$ cat src/hdl/ctf_pkg.sv
// Shared types, constants and the arctangent table of the complementary tilt filter.
`default_nettype none

package ctf_pkg;

  // CORDIC configuration
  localparam int CordicSteps = 16;
  localparam int TableLen    = 24;
  localparam int CordicIters = (CordicSteps > TableLen) ? TableLen : CordicSteps;
  localparam int IterW       = $clog2(CordicIters);

  // Datapath widths
  localparam int CordicW = 32;   // x and y of the rotation
  localparam int ZW      = 33;   // angle accumulator, 2^-16 of 1/128 degree
  localparam int MulW    = 18;   // operand width of the shared multiplier
  localparam int ProdW   = 2 * MulW;
  localparam int DiffW   = 34;
  localparam int SumW    = 53;
  localparam int CfgIdxW = 8;

  localparam logic signed [ZW-1:0] HalfTurn    = 33'sd1509949440;
  localparam logic signed [15:0]   AngleLimit  = 16'sd23040;
  localparam logic [15:0]          AlphaReset  = 16'd64225;
  localparam logic [15:0]          GainReset   = 16'd734;

  // Register indexes
  localparam logic [CfgIdxW-1:0] CFG_ALPHA = 8'd0;
  localparam logic [CfgIdxW-1:0] CFG_GAIN  = 8'd1;

  typedef enum logic [2:0] {
    ST_IDLE,
    ST_ITER,
    ST_ANGLE,
    ST_DIFF,
    ST_MUL_LO,
    ST_MUL_HI,
    ST_DONE
  } ctf_state_t;

  typedef struct packed {
    logic load;     // latch a sample and prerotate
    logic iter;     // one CORDIC micro-rotation
    logic angle;    // round and clamp the angle, multiply rate by gain
    logic diff;     // form predicted minus accelerometer angle
    logic mul_lo;   // alpha times low half of the difference
    logic mul_hi;   // alpha times high half of the difference
    logic finish;   // combine, saturate, write back and present
  } ctf_cmd_t;

  typedef struct packed {
    logic out_busy; // result register full and not taken this cycle
  } ctf_status_t;

  // round(atan(2^-i) in degrees * 2^23)
  function automatic logic signed [ZW-1:0] atan_step(input logic [4:0] idx);
    logic signed [ZW-1:0] v;
    case (idx)
      5'd0:  v = 33'sd377487360;
      5'd1:  v = 33'sd222843801;
      5'd2:  v = 33'sd117744544;
      5'd3:  v = 33'sd59768969;
      5'd4:  v = 33'sd30000467;
      5'd5:  v = 33'sd15014858;
      5'd6:  v = 33'sd7509261;
      5'd7:  v = 33'sd3754860;
      5'd8:  v = 33'sd1877459;
      5'd9:  v = 33'sd938733;
      5'd10: v = 33'sd469367;
      5'd11: v = 33'sd234683;
      5'd12: v = 33'sd117342;
      5'd13: v = 33'sd58671;
      5'd14: v = 33'sd29335;
      5'd15: v = 33'sd14668;
      5'd16: v = 33'sd7334;
      5'd17: v = 33'sd3667;
      5'd18: v = 33'sd1833;
      5'd19: v = 33'sd917;
      5'd20: v = 33'sd458;
      5'd21: v = 33'sd229;
      5'd22: v = 33'sd115;
      5'd23: v = 33'sd57;
      default: v = '0;
    endcase
    return v;
  endfunction

endpackage

`default_nettype wire

$ cat src/hdl/ctf_ctrl.sv
// Sequencer of the complementary tilt filter: walks one sample through the datapath.
`default_nettype none

module ctf_ctrl
  import ctf_pkg::*;
(
  input  wire logic        clk,
  input  wire logic        rst,
  input  wire logic        s_tvalid,
  output logic             s_tready,
  input  wire ctf_status_t status,
  output ctf_cmd_t         cmd,
  output logic [IterW-1:0] iter_idx
);

  ctf_state_t       state, state_next;
  logic [IterW-1:0] count, count_next;

  always_ff @(posedge clk) begin
    if (rst) begin
      state <= ST_IDLE;
      count <= '0;
    end else begin
      state <= state_next;
      count <= count_next;
    end
  end

  always_comb begin
    state_next = state;
    count_next = count;
    cmd        = '0;
    s_tready   = 1'b0;
    case (state)
      ST_IDLE: begin
        s_tready = 1'b1;
        if (s_tvalid) begin
          cmd.load   = 1'b1;
          count_next = '0;
          state_next = ST_ITER;
        end
      end
      ST_ITER: begin
        cmd.iter   = 1'b1;
        count_next = count + 1'b1;
        if (count == IterW'(CordicIters - 1)) begin
          state_next = ST_ANGLE;
        end
      end
      ST_ANGLE: begin
        cmd.angle  = 1'b1;
        state_next = ST_DIFF;
      end
      ST_DIFF: begin
        cmd.diff   = 1'b1;
        state_next = ST_MUL_LO;
      end
      ST_MUL_LO: begin
        cmd.mul_lo = 1'b1;
        state_next = ST_MUL_HI;
      end
      ST_MUL_HI: begin
        cmd.mul_hi = 1'b1;
        state_next = ST_DONE;
      end
      ST_DONE: begin
        // hold until the result register can take the new result
        if (!status.out_busy) begin
          cmd.finish = 1'b1;
          state_next = ST_IDLE;
        end
      end
      default: begin
        state_next = ST_IDLE;
      end
    endcase
  end

  assign iter_idx = count;

endmodule

`default_nettype wire

$ cat src/hdl/ctf_datapath.sv
// Datapath of the complementary tilt filter: CORDIC, shared multiplier, blend and result.
`default_nettype none

module ctf_datapath
  import ctf_pkg::*;
(
  input  wire logic               clk,
  input  wire logic               rst,
  input  wire ctf_cmd_t           cmd,
  input  wire logic [IterW-1:0]   iter_idx,
  output ctf_status_t             status,
  input  wire logic [47:0]        s_tdata,
  input  wire logic               cfg_valid,
  input  wire logic [CfgIdxW-1:0] cfg_index,
  input  wire logic [15:0]        cfg_data,
  output logic                    m_tvalid,
  input  wire logic               m_tready,
  output logic [31:0]             m_tdata
);

  logic [15:0] alpha;
  logic [15:0] gyro_step_gain;

  always_ff @(posedge clk) begin
    if (rst) begin
      alpha          <= AlphaReset;
      gyro_step_gain <= GainReset;
    end else if (cfg_valid) begin
      case (cfg_index)
        CFG_ALPHA: alpha          <= cfg_data;
        CFG_GAIN:  gyro_step_gain <= cfg_data;
        default: ;
      endcase
    end
  end

  // Sample unpacking: drop the four unused low bits of the accelerometer words
  logic signed [15:0]        rate_in;
  logic signed [11:0]        ax_in, az_in;
  logic signed [CordicW-1:0] x0, y0;

  assign rate_in = s_tdata[15:0];
  assign ax_in   = s_tdata[31:20];
  assign az_in   = s_tdata[47:36];
  assign x0      = {{(CordicW - 28){az_in[11]}}, az_in, 16'b0};
  assign y0      = {{(CordicW - 28){ax_in[11]}}, ax_in, 16'b0};

  logic signed [CordicW-1:0] x, y;
  logic signed [ZW-1:0]      z;
  logic                      zero_vec;
  logic signed [15:0]        rate;

  logic signed [CordicW-1:0] dx, dy;
  logic signed [ZW-1:0]      dz;

  assign dx = y >>> iter_idx;
  assign dy = x >>> iter_idx;
  assign dz = atan_step(5'(iter_idx));

  always_ff @(posedge clk) begin
    if (cmd.load) begin
      rate     <= rate_in;
      zero_vec <= (ax_in == 12'sd0) && (az_in == 12'sd0);
      if (az_in[11]) begin
        // turn the vector by a half turn into the right half plane
        x <= -x0;
        y <= -y0;
        z <= ax_in[11] ? -HalfTurn : HalfTurn;
      end else begin
        x <= x0;
        y <= y0;
        z <= '0;
      end
    end else if (cmd.iter) begin
      if (y > 0) begin
        x <= x + dx;
        y <= y - dy;
        z <= z + dz;
      end else begin
        x <= x - dx;
        y <= y + dy;
        z <= z - dz;
      end
    end
  end

  // Round the accumulator to 1/128 degree and clamp
  logic signed [ZW-1:0]   z_rnd;
  logic signed [ZW-17:0]  z_q;
  logic signed [15:0]     z_clamp;

  assign z_rnd = z + ZW'(32768);
  assign z_q   = z_rnd[ZW-1:16];

  always_comb begin
    if (z_q > 17'(AngleLimit)) begin
      z_clamp = AngleLimit;
    end else if (z_q < -17'(AngleLimit)) begin
      z_clamp = -AngleLimit;
    end else begin
      z_clamp = z_q[15:0];
    end
  end

  // Shared 18x18 multiplier
  logic signed [15:0]      acc;
  logic signed [32:0]      prod;
  logic signed [DiffW-1:0] d;
  logic [31:0]             p_lo;
  logic signed [34:0]      p_hi;
  logic signed [MulW-1:0]  mul_a, mul_b;
  logic signed [ProdW-1:0] mul_p;
  logic signed [15:0]      est;

  always_comb begin
    if (cmd.angle) begin
      mul_a = {{(MulW - 16){rate[15]}}, rate};
      mul_b = {{(MulW - 16){1'b0}}, gyro_step_gain};
    end else if (cmd.mul_lo) begin
      mul_a = {{(MulW - 16){1'b0}}, alpha};
      mul_b = {{(MulW - 16){1'b0}}, d[15:0]};
    end else begin
      mul_a = {{(MulW - 16){1'b0}}, alpha};
      mul_b = d[DiffW-1:16];
    end
  end

  assign mul_p = mul_a * mul_b;

  always_ff @(posedge clk) begin
    if (cmd.angle) begin
      acc  <= zero_vec ? 16'sd0 : z_clamp;
      prod <= mul_p[32:0];
    end
    if (cmd.diff) begin
      d <= {{(DiffW - 32){est[15]}}, est, 16'b0}
         + {{(DiffW - 33){prod[32]}}, prod}
         - {{(DiffW - 32){acc[15]}}, acc, 16'b0};
    end
    if (cmd.mul_lo) begin
      p_lo <= mul_p[31:0];
    end
    if (cmd.mul_hi) begin
      p_hi <= mul_p[34:0];
    end
  end

  // blend = alpha * d + acc * 2^32, then round to 1/128 degree
  logic signed [SumW-1:0] blend;
  logic signed [20:0]     f_wide;
  logic signed [15:0]     f_sat;

  assign blend = {{(SumW - 51){p_hi[34]}}, p_hi, 16'b0}
               + {{(SumW - 32){1'b0}}, p_lo}
               + {{(SumW - 48){acc[15]}}, acc, 32'b0}
               + (SumW'(1) <<< 31);
  assign f_wide = blend[SumW-1:32];

  always_comb begin
    if (f_wide > 21'sd32767) begin
      f_sat = 16'sh7FFF;
    end else if (f_wide < -21'sd32768) begin
      f_sat = 16'sh8000;
    end else begin
      f_sat = f_wide[15:0];
    end
  end

  always_ff @(posedge clk) begin
    if (rst) begin
      est <= '0;
    end else if (cmd.finish) begin
      est <= f_sat;
    end
  end

  logic        out_valid;
  logic [31:0] out_data;

  always_ff @(posedge clk) begin
    if (rst) begin
      out_valid <= 1'b0;
    end else if (cmd.finish) begin
      out_valid <= 1'b1;
    end else if (m_tready) begin
      out_valid <= 1'b0;
    end
  end

  always_ff @(posedge clk) begin
    if (cmd.finish) begin
      out_data <= {f_sat, acc};
    end
  end

  assign status.out_busy = out_valid && !m_tready;
  assign m_tvalid        = out_valid;
  assign m_tdata         = out_data;

  // a pending result is never overwritten
  a_no_overwrite: assert property (@(posedge clk) disable iff (rst)
    cmd.finish |-> !(out_valid && !m_tready))
    else $error("result register written while a result still waits");

  // a result appears only after a writeback
  a_valid_source: assert property (@(posedge clk) disable iff (rst)
    $rose(out_valid) |-> $past(cmd.finish))
    else $error("result valid without writeback");

  // the accelerometer angle stays inside a half turn
  a_angle_range: assert property (@(posedge clk) disable iff (rst)
    out_valid |-> ($signed(out_data[15:0]) <= AngleLimit)
               && ($signed(out_data[15:0]) >= -AngleLimit))
    else $error("accelerometer angle out of range");

  // the estimate changes only at writeback
  a_est_hold: assert property (@(posedge clk) disable iff (rst)
    !cmd.finish |=> $stable(est))
    else $error("angle estimate changed outside writeback");

endmodule

`default_nettype wire

$ cat src/hdl/complementary_tilt_filter.sv
// Top level of the complementary tilt filter: sequencer plus datapath.
//
//  channel  direction  handshake            payload
//  s_       in         s_tvalid/s_tready    s_tdata: gyro_rate_raw, accel_x_raw, accel_z_raw
//  m_       out        m_tvalid/m_tready    m_tdata: accel_angle, fused_angle
//  cfg_     in         cfg_valid/cfg_ready  cfg_index, cfg_data (0 alpha, 1 gyro_step_gain)
//
// A sample passes from accept to result through these steps: the accept, CordicIters
// CORDIC micro-rotations on the shared shift/add unit, angle rounding with rate times
// gain on the shared 18x18 multiplier, the difference, the two halves of alpha times that
// difference on the same multiplier, and a writeback that waits while a result is untaken.
// Reset sets alpha to 64225, gyro_step_gain to 734 and the angle estimate to zero.
// A waiting result does not block the next accept; it holds only the writeback step.
`default_nettype none

module complementary_tilt_filter
  import ctf_pkg::*;
(
  input  wire logic               clk,
  input  wire logic               rst,
  input  wire logic               s_tvalid,
  output logic                    s_tready,
  input  wire logic [47:0]        s_tdata,   // [15:0] gyro_rate_raw, [31:16] accel_x_raw,
                                             // [47:32] accel_z_raw
  output logic                    m_tvalid,
  input  wire logic               m_tready,
  output logic [31:0]             m_tdata,   // [15:0] accel_angle, [31:16] fused_angle
  input  wire logic               cfg_valid,
  output logic                    cfg_ready,
  input  wire logic [CfgIdxW-1:0] cfg_index,
  input  wire logic [15:0]        cfg_data
);

  ctf_cmd_t         cmd;
  ctf_status_t      status;
  logic [IterW-1:0] iter_idx;

  assign cfg_ready = 1'b1;

  ctf_ctrl u_ctrl (
    .clk      (clk),
    .rst      (rst),
    .s_tvalid (s_tvalid),
    .s_tready (s_tready),
    .status   (status),
    .cmd      (cmd),
    .iter_idx (iter_idx)
  );

  ctf_datapath u_datapath (
    .clk       (clk),
    .rst       (rst),
    .cmd       (cmd),
    .iter_idx  (iter_idx),
    .status    (status),
    .s_tdata   (s_tdata),
    .cfg_valid (cfg_valid),
    .cfg_index (cfg_index),
    .cfg_data  (cfg_data),
    .m_tvalid  (m_tvalid),
    .m_tready  (m_tready),
    .m_tdata   (m_tdata)
  );

endmodule

`default_nettype wire
$ cat config.mk
export PLATFORM = sky130hd
export DESIGN_NAME = complementary_tilt_filter
export DESIGN_NICKNAME = d
export VERILOG_FILES = /design/src/hdl/ctf_pkg.sv /design/src/hdl/ctf_ctrl.sv /design/src/hdl/ctf_datapath.sv /design/src/hdl/complementary_tilt_filter.sv
export SDC_FILE = /design/constraint.sdc
export NUM_CORES = 2
export LEC_CHECK = 0
export BUFFER_PORTS_ARGS = -buffer_cell sky130_fd_sc_hd__buf_2
export CAP_MARGIN = 10
export CORE_MARGIN = 1.5
export CORE_UTILIZATION = 40
export DETAILED_ROUTE_END_ITERATION = 10
export SYNTH_ARGS = -nofsm -noshare
export SYNTH_HDL_FRONTEND = slang
export SYNTH_SLANG_ARGS = --single-unit
$ cat constraint.sdc
create_clock -name clk -period 10.2 [get_ports clk]
set_input_delay 2.04 -clock clk [delete_from_list [all_inputs] [get_ports clk]]
set_output_delay 2.04 -clock clk [all_outputs]
set_load 0.05 [all_outputs]
* Word-level counts from Yosys, hierarchy flattened
Memories as Yosys holds them, arrays and structs flattened. A register that Yosys moved wholly into a read port is not among the register bits. Index checks and enable logic that the tools add are counted.
Storage, ports and cells: register bits 352, bits in read-only memories 464, input port bits 77, word-level logic and storage cells 110, memories 1
Operators by class: $add $sub $neg 15, multipliers 1, order comparisons 5, equal/unequal tests 11, shifts and indexed selects 2, muxes and demuxes 40, reduce and logical (&&, ||, !) cells 16
Memory list:
- (name not given) | words 16, width 29, read ports 1, clocked after Yosys merged registers in 1, write ports 0, RTL line ctf_pkg.sv:57 | case (idx)
Operator list (number):
- $mux W32 | 8
- $mux W33 | 5
- $add A32 B32 Y32 | 2
- $neg A28 Y32 | 2
- $sshr A32 B4 Y32 | 2
- $sub A32 B32 Y32 | 2
- $mux W18 | 3
- $add A53 B32 Y53 const B | 1
- $add A53 B53 Y53 | 1
- $add A51 B33 Y52 | 1
- $mux W16 | 3
- $mul A18 B18 Y35 | 1
- $add A32 B33 Y34 | 1
- $sub A34 B34 Y34 | 1
- $add A33 B17 Y33 const B | 1
- $add A33 B33 Y33 | 1
- $sub A33 B33 Y33 | 1
- $gt A32 B1 Y1 const B | 1
- $logic_not A12 Y1 | 2
- $gt A21 B16 Y1 const B | 1
- $lt A21 B16 Y1 const B | 1
- $pmux W3 S7 | 1
- $gt A17 B16 Y1 const B | 1
- $lt A17 B16 Y1 const B | 1
- other kinds (22) | 46

* Logic depth before layout (Yosys ltp)
depth after elaboration 6, gate-level depth with buffers 33

* Cells and area by module
From an unflattened synthesis, not the netlist that was laid out.
Second synthesis, totals: cell total of the unflattened synthesis 4111, area, all modules 38265.4 sq um
Modules (own cells, without submodules):
- ctf_datapath | instances 1, cells each 4054, area an instance 37843.8 sq um, sequential area each 9389.0 sq um
- ctf_ctrl | instances 1, cells each 55, area an instance 410.4 sq um, sequential area each 140.1 sq um
- complementary_tilt_filter | instances 1, cells each 2, area an instance 11.3 sq um, sequential area each 0.0 sq um

* Least setup slack after synthesis
Ideal clock, no wire load.
path type flip-flop to flip-flop, start register u_ctrl.state[1], end register u_datapath.p_hi[33] (data pin), library setup time 0.263 ns, data arrival time 9.311 ns, data required time 9.937 ns, path slack 0.626 ns, stages on the path, launching flop included 30, buffers on the path 3, cells stage by stage dfxtp_1 -> clkbuf_1 -> or3b_2 -> inv_2 -> buf_1 -> buf_1 -> a21oi_1 -> nor2_1 -> fa_1 -> inv_1 -> fa_1 -> fa_1 -> inv_1 -> ha_1 -> fa_1 -> inv_1 -> fa_1 -> inv_1 -> ha_1 -> a21o_1 -> a21o_1 -> a21oi_1 -> nor3b_1 -> a2111oi_0 -> a2111oi_1 -> nor2_1 -> o21ai_0 -> a21oi_1 -> a311oi_1 -> xnor2_1
Between the ends: cells in the longest elaborated chain, start to end 5, elaborated cells between the ends (all ways) 8
RTL lines:
- start: declaration | RTL line ctf_ctrl.sv:16 | ctf_state_t state, state_next;
- start signal: assignment | RTL line ctf_ctrl.sv:24 | state <= state_next;
- $eq A3 B3 Y1 | RTL line ctf_ctrl.sv:34 | case (state)
- $mux W1 | RTL line ctf_ctrl.sv:34
- $mux W18 | RTL line ctf_datapath.sv:119 | end else if (cmd.mul_lo) begin
- $mux W18 | RTL line ctf_datapath.sv:116 | if (cmd.angle) begin
- $mul A18 B18 Y35 * | RTL line ctf_datapath.sv:128 | assign mul_p = mul_a * mul_b;
- named net u_datapath.mul_p[33] | RTL line ctf_datapath.sv:112 | logic signed [ProdW-1:0] mul_p;
- end signal: assignment | RTL line ctf_datapath.sv:144 | p_hi <= mul_p[34:0];
- end: declaration | RTL line ctf_datapath.sv:110 | logic signed [34:0] p_hi;
The timed path passes the listed nets; every way through them passes the cells marked *. A chain may end at the register's enable or synchronous reset.

* Final worst setup path
start register u_ctrl.state[2], end register u_datapath.p_hi[33] (data pin)
Same word-level chain as after synthesis.

==> key figures <==
Synthesis
  • Syn Std Cell Area: 38800 um^2
  • Yosys reg bits: 365
  • Synthesized area per cell: 9.504 um^2
  • Post-synthesis sequential area ratio: 0.2605
  • Synth area leaders: edfxtp_1 22%, fa_1 17%, ha_1 8.7%, inv_1 5.2%, dfxtp_1 4.4%
  • Top cells by instance count after synthesis: 536 x inv_1, 397 x nor2_1, 367 x nand2_1
  • Post-synth top area share: 0.2167
  • Synth Instances: 4083
  • Post-synth cell types: 97
  • Primary FF master, synth: edfxtp_1
  • Count leader, synth: inv_1
  • Yosys Warn Count: 0
  • Synth Area in Simple Gates: 0.1307
  • Largest family of logic cells by synthesized area: adder cells
  • EDFF count, synth: 280
  • Post-Synth XOR/XNOR Area: 0.06703
  • Adder-cell share of the synthesized area: 0.2593
  • Asr flop ratio synth: 0
  • Dominant cell type by area after synthesis: edfxtp_1
  • Mux share of post-synthesis cell area: 0.08251
  • Post-synthesis compound-gate area fraction: 0.1316

Min path
  • Min-Delay Path Class: register to register

Setup path
  • Crit path buf inv count: 6
  • Crit Path Class: register to register
  • CP startpoint kind: register
  • CP Max Fanout: 11
  • Worst Setup EP: u_datapath.p_hi[33]
  • Crit path max-delay family: adder cells
  • RR Endpoint: u_datapath.p_hi[33]
  • Worst path slowest cell: a2111oi_1
  • Reg2Reg Depth: 29
  • Worst reg-to-reg setup slack: 780 ps
  • Critical path depth: 29
  • CP arrival: 9790 ps
  • Worst Setup SP: u_ctrl.state[2]
  • Required time worst endpoint: 10570 ps
  • Launching point of the worst reg2reg path: u_ctrl.state[2]
  • Slowest cell delay on critical path: 800 ps
  • Top cell by count, worst path: fa_1
  • Setup crit end kind: register

Global routing
  • Largest net degree at the start of global routing: 68
  • Vias in the first global route: 28840
  • GRT overflow: 0
  • GRT Util Overall: 0.2101
  • First-pass GRT wire length: 161.8 mm
  • Initial antenna violation count: 5

CTS
  • Clock Sinks: 365
  • Root cell of the clock tree: clkbuf_16
  • CTS buffer count: 45
  • Maximum root-to-sink buffer count: 3
  • Reg clk slew, reported paths: 60 ps
  • Clock latency on the worst-skew pair: 650 ps
  • CTS tree: built
  • # Post-CTS Setup Buffers: 0
  • Htree depth: 2
  • Resize count post-CTS: 0
  • CTS Hold Buffers Added: 0

Place
  • IO Port Bufs: 102
  • DP HPWL: 81.50 mm
  • Routability Congestion: 0.8951

STA
  • Slew @ Worst Pin: 1146 ps
  • Final hold viol count: 0
  • Clock Skews: 38.67 ps
  • RSZ-0062 raised after global routing: no
  • Final setup vio count: 0
  • Period utilization: 0.9234
  • Max Freq: 106.2 MHz
  • Fin. max-slew vios: 0
  • Rel. slew slack: 0.2342
  • Setup TNS: 0 ps
  • Fin crit period: 9418 ps

Die
  • Rows: 114
  • IO Pins: 112
  • Die Footprint: 98890 um^2
  • Die W: 314.5 um
  • Core area: 96420 um^2
  • Die Ht: 314.5 um
  • Initial core utilization: 0.4024

Routing
  • DR pass1 iterations: 6
  • Post-DR wirelength/cell: 19.19 um
  • WL final: 104.8 mm
  • Detail Route Antenna Nets: 0
  • Post-DR vias/cell: 5.415
  • DRC: 0
  • Drt first-iter violations: 2083
  • DR vias: 29580

Final layout
  • Nets@finish: 4829
  • Area grow syn2layout: 9.154%
  • # diodes: 0
  • Util after Layout: 0.4393
  • Share of layout cells above drive strength 1: 0.09795

Job
  • MaxCap Viol Count: 0

Outcome
  • Run status: finished, final reports clean
sequential cells by signal, indices dropped and copies added (netlist names), 29 cells and up:
name	count
u_datapath.d	34
u_datapath.dz	29
u_datapath.m_tdata	32
u_datapath.p_hi	35
u_datapath.prod	33
u_datapath.x	32
u_datapath.y	32
u_datapath.z	33
worst register-to-register path, delay by kind of cell, from the launching register on:
| family | cells | cell delay [ps] |
|---|---|---|
| AOI/OAI and AO/OA | 9 | 2980 |
| xor gates and xnor gates | 1 | 120 |
| adders and majority gates | 7 | 3090 |
| buffers and inverters | 6 | 840 |
| DFF | 1 | 510 |
| muxes | 1 | 390 |
| and+or+nand+nor | 5 | 1220 |
metrics by stage:
step / hold WS, ps / setup WS (ps) / instance area, um^2 / cells
6_report: 430.9 / 781.6 / 42360 / 5462
2_1_floorplan: 400.3 / 626.1 / 38810 / 4084
5_1_grt: 457.7 / 355.3 / 42360 / 5462
4_1_cts: 435.3 / 826.1 / 42350 / 5461
3_3_place_gp: 406.7 / 918.2 / 40760 / 5377
3_5_place_dp: 405.9 / 860.3 / 40760 / 5377
cells by family after synthesis:
logic type      Yosys count
simple gates           1121
buf+inv                 680
xor+xnor                297
compound gates          790
other cells               1
mux                     225
fa+ha+maj               604
flops                   365
metal layers:
layer	GRT usage	vias up	wire length, um
li1	-	14130	-
met1	0.2712	14610	44420
met2	0.3647	668	52020
met3	0.02938	164	5145
met4	0.06305	6	3220
met5	0	-	35
final cells by class:
| class | instances | area [um^2] |
|---|---|---|
| multi-input combinational | 3039 | 26100 |
| clock buffer | 56 | 1239 |
| sequential | 365 | 10120 |
| timing repair buffer | 157 | 923.4 |
| inverter | 541 | 2038 |
| tap | 1276 | 1597 |
| fill | 9453 | 54070 |
| clock inverter | 28 | 342.8 |
worst min path at each step:
stage	start	to	cells past startpoint
after floorplan	u_datapath.prod[0]	u_datapath.d[0]	0
after global placement	u_datapath.prod[0]	u_datapath.d[0]	0
after detailed placement	u_datapath.prod[0]	u_datapath.d[0]	0
after CTS	u_datapath.prod[0]	u_datapath.d[0]	0
after global routing	u_datapath.prod[0]	u_datapath.d[0]	0
final	u_datapath.prod[0]	u_datapath.d[0]	0
layout by cell type, fill, tap and decap left out, types with 127 or more instances in the layout:
master,instances
a21oi_1,234
edfxtp_1,280
fa_1,334
ha_1,269
inv_1,535
nand2_1,367
nor2_1,393
o21ai_0,170
xnor2_1,170
xor2_1,127
Power is not shown: default switching activity piles up to over one toggle a cycle in this logic, so the estimate is an artifact.
